==> config.mk <==
export PLATFORM = sky130hd
export DESIGN_NAME = stride_page_prefetcher
export DESIGN_NICKNAME = d
export VERILOG_FILES = /design/src/rtl/spp_pkg.sv /design/src/rtl/stride_page_prefetcher.sv /design/src/rtl/spp_addsub.sv
export SDC_FILE = /design/constraint.sdc
export NUM_CORES = 1
export LEC_CHECK = 0
export BUFFER_PORTS_ARGS = -buffer_cell sky130_fd_sc_hd__buf_2
export CORE_MARGIN = 2
export CORE_UTILIZATION = 25
export CTS_BUF_LIST = sky130_fd_sc_hd__clkbuf_8
export CTS_CLUSTER_SIZE = 16
export DETAILED_ROUTE_END_ITERATION = 10
export HOLD_SLACK_MARGIN = 0.1
export PLACE_DENSITY_LB_ADDON = 0.25
export RECOVER_POWER = 50
export SLEW_MARGIN = 20
export SYNTH_ARGS = -nofsm -noshare
export SYNTH_HDL_FRONTEND = slang
export SYNTH_SLANG_ARGS = --single-unit
==> constraint.sdc <==
create_clock -name clk -period 9.2 [get_ports clk]
set_clock_uncertainty 0.15 [all_clocks]
set_input_delay 1.84 -clock clk [delete_from_list [all_inputs] [get_ports clk]]
set_output_delay 1.84 -clock clk [all_outputs]
set_load 0.01 [all_outputs]
==> src/rtl/spp_pkg.sv <==
// ----------------------------------------------------------------------------
// Stride page prefetcher package
// Shared constants and types for the stride page prefetcher.
// ----------------------------------------------------------------------------
package spp_pkg;

  localparam int PAGE_SHIFT_DEF   = 12;
  localparam int ADDR_BITS_DEF    = 48;
  localparam int WINDOW_LIMIT_DEF = 32;

  localparam int CFG_W = 6;
  localparam int CMP_W = 8;

  localparam logic [CFG_W-1:0] WIN_LIMIT_RST = 6'd32;
  localparam logic [CFG_W-1:0] MAX_COUNT_RST = 6'd32;

  typedef enum logic [0:0] {
    CFG_WIN_LIMIT = 1'b0,
    CFG_MAX_COUNT = 1'b1
  } cfg_idx_t;

  typedef enum logic [1:0] {
    ST_IDLE,
    ST_UPDATE,
    ST_EMIT
  } state_t;

  typedef enum logic [0:0] {
    OP_ADD,
    OP_SUB
  } alu_op_t;

  typedef struct packed {
    alu_op_t op;
  } alu_ctrl_t;

endpackage

==> src/rtl/stride_page_prefetcher.sv <==
// ----------------------------------------------------------------------------
// Stride page prefetcher
// Turns page-fault addresses into a stream of stride-predicted page addresses.
// ----------------------------------------------------------------------------
// Each request on the in_ channel carries one fault address. The block takes
// it to a page number, updates its stride and window state, and then sends
// min(window, max_count) page-aligned prefetch addresses on the out_ channel,
// with out_last set on the final one. Nothing is sent until a stride is known.
// A request is accepted in the idle state, the stride state is updated in the
// update state, and the emit state then sends the addresses. The address rate
// is set by the single shared adder, which produces one address per cycle
// unless the receiver stalls. in_ready is high only while the sequencer is
// idle; the last address may still wait in the output register while the
// next request is accepted. If the receiver stalls, address generation stops
// with the pending address held in the output register. A synchronous reset
// clears the stride history and loads both the window limit and the count
// limit with 32. Registers are written through cfg_we, cfg_index and cfg_wdata
// by the user only while the block is idle; the block does not enforce it.
// ----------------------------------------------------------------------------
module stride_page_prefetcher #(
  parameter int PAGE_SHIFT   = spp_pkg::PAGE_SHIFT_DEF,
  parameter int ADDR_BITS    = spp_pkg::ADDR_BITS_DEF,
  parameter int WINDOW_LIMIT = spp_pkg::WINDOW_LIMIT_DEF
) (
  input  logic                      clk,
  input  logic                      rst_n,

  input  logic                      in_valid,
  output logic                      in_ready,
  input  logic [ADDR_BITS-1:0]      in_fault_address,

  output logic                      out_valid,
  input  logic                      out_ready,
  output logic [ADDR_BITS-1:0]      out_prefetch_address,
  output logic                      out_last,

  input  logic                      cfg_we,
  input  logic [0:0]                cfg_index,
  input  logic [spp_pkg::CFG_W-1:0] cfg_wdata
);

  localparam int PAGE_BITS = ADDR_BITS - PAGE_SHIFT;
  localparam int STRIDE_W  = PAGE_BITS + 1;
  localparam int WIN_W     = $clog2(WINDOW_LIMIT + 1);
  localparam int CMP_W     = spp_pkg::CMP_W;
  localparam logic [CMP_W-1:0] LIMIT_C = CMP_W'(WINDOW_LIMIT);

  spp_pkg::state_t state_r, state_nxt;

  logic [spp_pkg::CFG_W-1:0] win_limit_r, max_count_r;

  logic                 seen_fault_r, seen_fault_nxt;
  logic                 stride_known_r, stride_known_nxt;
  logic [PAGE_BITS-1:0] prev_page_r, prev_page_nxt;
  logic [STRIDE_W-1:0]  stride_r, stride_nxt;
  logic [WIN_W-1:0]     window_r, window_nxt;

  logic [PAGE_BITS-1:0] page_r, page_nxt;
  logic [PAGE_BITS-1:0] acc_r, acc_nxt;
  logic [WIN_W-1:0]     rem_r, rem_nxt;

  logic                 out_valid_r, out_valid_nxt;
  logic [PAGE_BITS-1:0] out_page_r, out_page_nxt;
  logic                 out_last_r, out_last_nxt;

  spp_pkg::alu_ctrl_t  alu_ctrl;
  logic [STRIDE_W-1:0] alu_a, alu_b, alu_sum;

  logic [CMP_W-1:0] mw_ext, mc_ext, cap_c, cnt_c, dbl_c, win_c, count_c;

  spp_addsub #(
    .WIDTH (STRIDE_W)
  ) u_addsub (
    .ctrl (alu_ctrl),
    .a    (alu_a),
    .b    (alu_b),
    .sum  (alu_sum)
  );

  assign in_ready             = (state_r == spp_pkg::ST_IDLE);
  assign out_valid            = out_valid_r;
  assign out_prefetch_address = {out_page_r, {PAGE_SHIFT{1'b0}}};
  assign out_last             = out_last_r;

  always_ff @(posedge clk) begin
    if (!rst_n) begin
      win_limit_r <= spp_pkg::WIN_LIMIT_RST;
      max_count_r <= spp_pkg::MAX_COUNT_RST;
    end else if (cfg_we) begin
      unique case (cfg_index)
        spp_pkg::CFG_WIN_LIMIT: win_limit_r <= cfg_wdata;
        spp_pkg::CFG_MAX_COUNT: max_count_r <= cfg_wdata;
        default: ;
      endcase
    end
  end

  always_ff @(posedge clk) begin
    if (!rst_n) begin
      state_r        <= spp_pkg::ST_IDLE;
      seen_fault_r   <= 1'b0;
      stride_known_r <= 1'b0;
      prev_page_r    <= '0;
      stride_r       <= '0;
      window_r       <= WIN_W'(1);
      rem_r          <= '0;
      out_valid_r    <= 1'b0;
    end else begin
      state_r        <= state_nxt;
      seen_fault_r   <= seen_fault_nxt;
      stride_known_r <= stride_known_nxt;
      prev_page_r    <= prev_page_nxt;
      stride_r       <= stride_nxt;
      window_r       <= window_nxt;
      rem_r          <= rem_nxt;
      out_valid_r    <= out_valid_nxt;
    end
  end

  always_ff @(posedge clk) begin
    page_r     <= page_nxt;
    acc_r      <= acc_nxt;
    out_page_r <= out_page_nxt;
    out_last_r <= out_last_nxt;
  end

  always_comb begin
    mw_ext  = CMP_W'(win_limit_r);
    mc_ext  = CMP_W'(max_count_r);
    cap_c   = (win_limit_r == '0) ? CMP_W'(1) : ((mw_ext > LIMIT_C) ? LIMIT_C : mw_ext);
    cnt_c   = (mc_ext > LIMIT_C) ? LIMIT_C : mc_ext;
    dbl_c   = CMP_W'({window_r, 1'b0});
    win_c   = '0;
    count_c = '0;

    state_nxt        = state_r;
    seen_fault_nxt   = seen_fault_r;
    stride_known_nxt = stride_known_r;
    prev_page_nxt    = prev_page_r;
    stride_nxt       = stride_r;
    window_nxt       = window_r;
    page_nxt         = page_r;
    acc_nxt          = acc_r;
    rem_nxt          = rem_r;
    out_valid_nxt    = out_valid_r && !out_ready;
    out_page_nxt     = out_page_r;
    out_last_nxt     = out_last_r;

    alu_ctrl.op = spp_pkg::OP_ADD;
    alu_a       = {1'b0, acc_r};
    alu_b       = stride_r;

    unique case (state_r)
      spp_pkg::ST_IDLE: begin
        if (in_valid) begin
          page_nxt  = in_fault_address[ADDR_BITS-1:PAGE_SHIFT];
          state_nxt = spp_pkg::ST_UPDATE;
        end
      end
      spp_pkg::ST_UPDATE: begin
        alu_ctrl.op = spp_pkg::OP_SUB;
        alu_a       = {1'b0, page_r};
        alu_b       = {1'b0, prev_page_r};
        if (seen_fault_r) begin
          if (!stride_known_r || alu_sum != stride_r) begin
            stride_nxt       = alu_sum;
            stride_known_nxt = 1'b1;
            window_nxt       = WIN_W'(1);
          end else begin
            window_nxt = WIN_W'((dbl_c < cap_c) ? dbl_c : cap_c);
          end
        end else begin
          window_nxt = WIN_W'(1);
        end
        seen_fault_nxt = 1'b1;
        prev_page_nxt  = page_r;
        acc_nxt        = page_r;
        win_c          = CMP_W'(window_nxt);
        count_c        = (win_c < cnt_c) ? win_c : cnt_c;
        rem_nxt        = WIN_W'(count_c);
        state_nxt      = (stride_known_nxt && count_c != '0) ? spp_pkg::ST_EMIT
                                                             : spp_pkg::ST_IDLE;
      end
      spp_pkg::ST_EMIT: begin
        if (!out_valid_r || out_ready) begin
          acc_nxt       = alu_sum[PAGE_BITS-1:0];
          out_valid_nxt = 1'b1;
          out_page_nxt  = alu_sum[PAGE_BITS-1:0];
          out_last_nxt  = (rem_r == WIN_W'(1));
          rem_nxt       = rem_r - WIN_W'(1);
          if (rem_r == WIN_W'(1)) begin
            state_nxt = spp_pkg::ST_IDLE;
          end
        end
      end
      default: state_nxt = spp_pkg::ST_IDLE;
    endcase
  end

  a_emit_needs_stride : assert property (@(posedge clk) disable iff (!rst_n)
    (state_r == spp_pkg::ST_EMIT) |-> (stride_known_r && rem_r != '0))
    else $error("address generation without a known stride or with nothing left");

  a_accept_then_update : assert property (@(posedge clk) disable iff (!rst_n)
    (in_valid && in_ready) |=> (state_r == spp_pkg::ST_UPDATE))
    else $error("accepted request did not enter the update step");

  a_window_range : assert property (@(posedge clk) disable iff (!rst_n)
    (window_r != '0) && (CMP_W'(window_r) <= LIMIT_C))
    else $error("prefetch window out of range");

  a_last_ends_burst : assert property (@(posedge clk) disable iff (!rst_n)
    (state_r == spp_pkg::ST_EMIT && rem_r == WIN_W'(1) && (!out_valid_r || out_ready))
    |=> (out_valid_r && out_last_r && state_r == spp_pkg::ST_IDLE))
    else $error("final prefetch address not marked last");

endmodule

==> src/rtl/spp_addsub.sv <==
// ----------------------------------------------------------------------------
// Shared add/subtract unit
// Page arithmetic unit shared by the stride update and address generation.
// ----------------------------------------------------------------------------
module spp_addsub #(
  parameter int WIDTH = 37
) (
  input  spp_pkg::alu_ctrl_t ctrl,
  input  logic [WIDTH-1:0]   a,
  input  logic [WIDTH-1:0]   b,
  output logic [WIDTH-1:0]   sum
);

  always_comb begin
    unique case (ctrl.op)
      spp_pkg::OP_SUB: sum = a - b;
      spp_pkg::OP_ADD: sum = a + b;
      default:         sum = a + b;
    endcase
  end

endmodule

Yosys cells after proc, flatten, opt, wreduce, memory -nomap -nowiden
Cells that the tools add are included.
- flip-flop bits (word level): 211
- bits in writable memories: 0
- ROM bits: 0
- memories kept: 0
- output and inout port bits: 51
- bits in latches: 0
- logic and storage cells: 74
- $mul: 0
- shifts and indexed selects: 0
- $add $sub $neg: 3
- eq/ne operators: 7
- muxes and demuxes: 26
- magnitude comparators: 4
- reduce and logical (&&, ||, !) cells: 18
- divide/modulo/power cells: 0
- bitwise gates (word level): 2
- operators by type and width (operator ; count):
    $pmux 37 s2 ; 1
    $mux 36 ; 2
    $pmux 36 s2 ; 1
    $mux 6 ; 9
    $add 36x37->37 ; 1
    $mux 37 ; 1
    $ne 37x37->1 ; 1
    $sub 36x37->37 ; 1
    $gt 6x6->1 const B ; 2
    $pmux 6 s2 ; 1
    $reduce_and 2->1 ; 5
    $mux 2 ; 4
    $reduce_bool 8->1 ; 1
    $lt 7x6->1 ; 1
    $eq 6x1->1 const B ; 1
    $logic_not 6->1 ; 1
    $lt 6x6->1 ; 1
    $mux 1 ; 6
    $ne 2x2->1 const B ; 3
    $pmux 2 s3 ; 1
    $reduce_and 3->1 ; 2
    $sub 6x1->6 const B ; 1
    $logic_not 1->1 ; 3
    $eq 2x1->1 const B ; 1
    6 further kinds ; 9

Longest topological paths before layout
- depth after elaboration: 15
- depth in mapped cells: 43

Modules after synthesis
From an unflattened synthesis, not the netlist that was laid out.
- cell total of the unflattened synthesis: 1403
- area, all modules: 12075.3 µm²
- modules (own cells, without submodules) (module ; cells an instance ; times used ; area each (µm²) ; seq. area each (µm²)):
    stride_page_prefetcher ; 995 ; 1 ; 9283.9 ; 5315.1
    spp_addsub ; 408 ; 1 ; 2791.4 ; 0.0

Least setup slack after synthesis
OpenSTA, ideal clock, no wires.
- kind: flip-flop to flip-flop
- start: reg state_r[0]
- end: reg state_r[1]
- cell stages (with the launch flop): 41
- path buffers: 7
- setup time: 0.127 ns
- required time: 8.923 ns
- arrival time: 8.612 ns
- path slack: 0.311 ns
- path through: dfxtp_1 clkbuf_1 nand2b_1 buf_2 clkbuf_1 clkbuf_1 clkbuf_1 a21oi_1 ha_1 nor3b_1 nand4_1 a21o_1 nor3_1 nand2_1 or3_1 xnor2_1 nand2_1 o21ai_0 [... 5 more ...] a2111oi_0 and4_1 nand4b_1 or4b_1 or4_4 buf_6 nor2_1 ha_1 a21oi_1 nor2b_1 o21ai_0 nand2b_1 a21oi_1 o21ai_0 a21oi_1 a21boi_1 nor4_1 or3_1
- longest elaborated chain between the ends: 15
- elaborated cells between the ends (all ways): 28
- those cells by class: add/sub: 2; order compare: 1; eq/ne: 6; mux: 13; bitwise: 1; reduce/logical: 5
- RTL lines (element ; RTL line ; text):
    start, declared ; stride_page_prefetcher.sv:48 ; spp_pkg::state_t state_r, state_nxt;
    start signal, assigned ; stride_page_prefetcher.sv:100 ; state_r <= spp_pkg::ST_IDLE;
    start signal, assigned ; stride_page_prefetcher.sv:109 ; state_r <= state_nxt;
    $eq 2x1->1 ; stride_page_prefetcher.sv:153 ; unique case (state_r)
    $mux 36, or another cell as far along ; stride_page_prefetcher.sv:153 ;
    $add 36x37->37, or another cell as far along ; spp_addsub.sv:17 ; spp_pkg::OP_ADD: sum = a + b;
    $pmux 37 s2 ; spp_addsub.sv:15 ; unique case (ctrl.op)
    $ne 37x37->1 ; stride_page_prefetcher.sv:165 ; if (!stride_known_r || alu_sum != stride_r) begin
    $logic_or 1x1->1 ; stride_page_prefetcher.sv:165 ;
    $mux 6 ; stride_page_prefetcher.sv:165 ;
    $mux 6 ; stride_page_prefetcher.sv:164 ; if (seen_fault_r) begin
    $mux 6 ; stride_page_prefetcher.sv:153 ;
    $lt 6x6->1 ; stride_page_prefetcher.sv:179 ; count_c = (win_c < cnt_c) ? win_c : cnt_c;
    $mux 6 ; stride_page_prefetcher.sv:179 ;
    $reduce_bool 8->1 ; stride_page_prefetcher.sv:181 ; state_nxt = (stride_known_nxt && count_c != '0) ? spp_pkg::ST_EMIT
    $logic_and 1x1->1 ; stride_page_prefetcher.sv:181 ;
    $mux 2 ; stride_page_prefetcher.sv:181 ;
    $pmux 2 s3 ; stride_page_prefetcher.sv:153 ;
Parallel ways exist; a longest one is shown, timed or not. The select of a mux whose other input is x is not followed.
A chain may end at the register's enable or synchronous reset.

Worst setup path after layout
- start: reg stride_r[2]
- end: reg state_r[1]
- longest elaborated chain between the ends: 14
- elaborated cells between the ends (all ways): 18
- those cells by class: add/sub: 2; order compare: 1; eq/ne: 1; mux: 11; reduce/logical: 3
- RTL lines (element ; RTL line ; text):
    start, declared ; stride_page_prefetcher.sv:55 ; logic [STRIDE_W-1:0] stride_r, stride_nxt;
    start signal, assigned ; stride_page_prefetcher.sv:113 ; stride_r <= stride_nxt;
    $mux 37 ; stride_page_prefetcher.sv:153 ;
    $add 36x37->37 or $sub 36x37->37 (tied branches) ; spp_addsub.sv:17, spp_addsub.sv:16 ;
    $pmux 37 s2 ; spp_addsub.sv:15 ;
    $ne 37x37->1 * ; stride_page_prefetcher.sv:165 ;
    $logic_or 1x1->1 * ; stride_page_prefetcher.sv:165 ;
    $mux 6 ; stride_page_prefetcher.sv:165 ;
    $mux 6 ; stride_page_prefetcher.sv:164 ;
    $mux 6 ; stride_page_prefetcher.sv:153 ;
    $lt 6x6->1 ; stride_page_prefetcher.sv:179 ;
    $mux 6 ; stride_page_prefetcher.sv:179 ;
    $reduce_bool 8->1 ; stride_page_prefetcher.sv:181 ;
    $logic_and 1x1->1 * ; stride_page_prefetcher.sv:181 ;
    $mux 2 * ; stride_page_prefetcher.sv:181 ;
    $pmux 2 s3 * ; stride_page_prefetcher.sv:153 ;
Mark *: on every way between the ends. The rest lies on a longest branch, timed or not. The select of a mux whose other input is x is not followed.

==> results by group <==
Yosys
  – Async SR Flop Fraction: 0%
  – Synth area leader: edfxtp_1
  – EDFF count, synth: 109
  – Yosys Warn Count: 0
  – Post-synthesis cell type count: 82
  – Cell area after synthesis: 13300 um2
  – Most frequent cells after synthesis: 366 x nand2_1, 109 x edfxtp_1, 102 x dfxtp_1, 91 x nor2_1, 83 x a21oi_1
  – Post-synthesis sequential area ratio: 39.9%
  – Most used DFF post-synth: edfxtp_1
  – Post-Synthesis Cells: 1555
  – Count leader, synth: nand2_1
  – Top cells by area, synth: edfxtp_1 25%, dfxtp_1 15%, nand2_1 10%, ha_1 4.6%, xnor2_1 3.6%
  – Synth Register Bits: 211
  – Syn avg cell area: 8.56 um2
  – Top cell type's share of synthesized area: 24.6%

Worst setup path
  – Crit-path max FO: 6
  – CP startpoint kind: register
  – Critical Setup Path Class: reg -> reg
  – Crit path DAT: 9.03 ns
  – R2R Path Start: stride_r[2]
  – Reg2reg end: state_r[1]
  – Most Frequent Cell on Critical Path: a21oi_1
  – Crit-path slowest cell: a221oi_1
  – Reg2reg setup slack: 0.51 ns
  – Largest stage delay on the critical path: 0.55 ns
  – Worst reg-to-reg path cell count: 32
  – Crit. End Element: register
  – Worst Path Required: 9.54 ns

Drt
  – Vias: 11400
  – Total wire length: 42200 um
  – Routed Antenna Nets: 0
  – Initial DRC count: 689
  – DRT Pass-1 Iters: 5
  – Avg WL per Cell: 17.8 um
  – DRC viols: 0
  – Vias per inst: 4.79

Power and ir drop
  – Leak: 6.15 nW
  – Sequential power share: 29.7%
  – Comb pwr share: 43.0%
  – Switching power share of the total: 39.9%
  – Net switching power: 1.50 mW
  – Worst IR drop on VDD: 0.0814 mV
  – Clk pwr share: 27.3%
  – Internal power: 2.26 mW
  – Power per cell area: 242 nW/um2

Job
  – Maxcap violations: 5

Clock tree
  – Clock transition at path regs: 0.06 ns
  – # H-tree levels: 2
  – Worst-case clock buffer depth: 3
  – TritonCTS clock tree: built
  – Num CTS Buffers: 43
  – Root Buffer: clkbuf_8
  – CTS sink cnt: 211
  – Worst-Skew Late Latency: 0.61 ns
  – # hold bufs at CTS: 0

Floorplanning
  – Rows: 84
  – Die span in x: 235 um
  – Die Area: 55100 um2
  – Io pins: 111
  – Die Y: 235 um
  – Initial cell density of the core: 25.3%
  – Core area: 52700 um2

Hold path
  – Hold Path Sink: prev_page_r[32]
  – Hold WC Path Type: reg -> reg
  – Hold Crit Depth: 2
  – Startpoint of the worst hold path: prev_page_r[32]

Layout
  – Util after Layout: 29.5%
  – Final nets: 1763
  – Layout cell share with drive strength beyond 1: 13.3%
  – Antenna diode count: 0
  – Area added between synthesis and finish: 16.8%

STA
  – Worst-Margin Slew: 2.94 ns
  – Min Tclk post-route: 8.69 ns
  – Finish-stage setup viols: 0
  – Fmax: 0.115 GHz
  – Hold Fails Final Rpt: 0
  – Fin crit share: 94.5%
  – Final Max Tran Viols: 218
  – Setup WS post-layout: 0.506 ns
  – Relative slew slack: -96.1%

Global route
  – Total gr overflow: 0
  – Initial antenna violation count: 1
  – Vias in the first global route: 11500
  – Largest net degree at the start of global routing: 59
  – First-pass GRT wire length: 66400 um
  – Gr usage total: 15.2%

Place
  – # port buffers: 86
  – Post-DP HPWL: 31200 um
  – Final Wtd Congestion: 0.867
  – Post-Place Worst Slack: 0.398 ns

Outcome
  – Outcome: complete, but fails checks
  – Failing checks: capacitance limit, slew limit
-- cell usage in the layout (no fill, tap or decap), types with 7 or more instances in the layout --
master and count:
nand4_1 24, conb_1 12, and2_1 16, nor4_1 17, mux2i_1 47, buf_4 49
nor2_1 89, clkbuf_8 46, a21boi_0 56, o211ai_1 7, inv_1 46, xor2_1 36
clkinv_2 7, or3_1 15, dfxtp_1 102, o21a_1 12, edfxtp_1 109, buf_2 79
or2_2 7, a21o_1 15, nand3_1 24, a21oi_1 82, nor3b_1 7, xnor2_1 54
nor3_1 26, o21ai_0 72, nand2b_1 9, clkinv_1 8, o21ai_1 11, nor2b_1 44
a211oi_1 12, ha_1 45, nand2_1 366, clkbuf_1 11
-- sequential cells by signal, summed over array words and instances (netlist names) --
register / cells
window_r: 6
page_r: 36
rem_r: 6
state_r: 2
out_last: 1
out_page_r: 36
acc_r: 36
stride_known_r: 1
stride_r: 37
max_count_r: 6
win_limit_r: 6
out_valid: 1
seen_fault_r: 1
prev_page_r: 36
-- routing by layer --
layer / track usage, % / wire, um
met5: 0 / 0
met4: 4.39 / 1080
met3: 3.18 / 1870
met2: 24.9 / 19300
met1: 20.1 / 20000
-- worst max-delay path by stage --
stage               slack, ns   startpoint  depth (start not counted)    endpoint
global placement         0.51  stride_r[0]                         33  state_r[1]
detailed placement       0.40  stride_r[0]                         33  state_r[1]
global route           -0.006  stride_r[0]                         33  state_r[1]
CTS                      0.38  stride_r[0]                         33  state_r[1]
finish                   0.51  stride_r[2]                         32  state_r[1]
floorplan                0.31   state_r[0]                         40  state_r[1]
-- power groups by stage --
| stage | combinational (mW) | clock [mW] | sequential (mW) |
|---|---|---|---|
| 2_1_floorplan | 1.07 | 0 | 1.12 |
| 3_3_place_gp | 1.59 | 0 | 1.13 |
| 3_5_place_dp | 1.59 | 0 | 1.13 |
| 4_1_cts | 1.60 | 1.07 | 1.11 |
| 5_1_grt | 1.78 | 1.10 | 1.12 |
| 6_report | 1.62 | 1.02 | 1.12 |
-- metrics by stage --
stage                     cells  hold WS (ns)  TNS (ns)  total power, mW  area (um2)
after global placement     2295         0.304         0             2.72       14600
after detailed placement   2295         0.313         0             2.72       14600
after CTS                  2374         0.322         0             3.78       15500
after floorplan            1566         0.290         0             2.19       13400
final                      2375         0.321         0             3.76       15500
after global routing       2375         0.351  -0.00621             4.00       15500
-- critical path: cells and delay by family (launching register included) --
kind / cells / cell delay [ns]
AO/OA/AOI/OAI: 13 / 3.30
XOR/XNOR: 2 / 0.30
adder cells (fa/ha/maj): 2 / 0.67
flip-flops: 1 / 0.38
multiplexers: 1 / 0.10
AND/OR/NAND/NOR: 14 / 3.68
-- final cells by class --
type	instances	area [um2]
Sequential cell	211	5320
Tap cell	688	861
Inverter	34	128
Timing Repair Buffer	139	805
Clock inverter	33	246
Fill cell	5622	37100
Clock buffer	46	633
Multi-Input combinational cell	1224	7560
-- logic make-up after synthesis --
logic type / after synthesis / synth area share (%)
and+or+nand+nor: 689 / 24.0
AOI/OAI and AO/OA: 329 / 16.4
DFF: 211 / 39.9
buffers and inverters: 131 / 4.29
xor gates and xnor gates: 97 / 7.11
adders and majority gates: 50 / 4.76
muxes: 47 / 3.53
other: 1 / 0.0282
-- repair_timing --
item,CTS,global route
setup buffers,0,1
gates resized for setup,0,15
endpoints found under the setup margin,0,6
No activity file was read; power rests on OpenSTA's default activity.
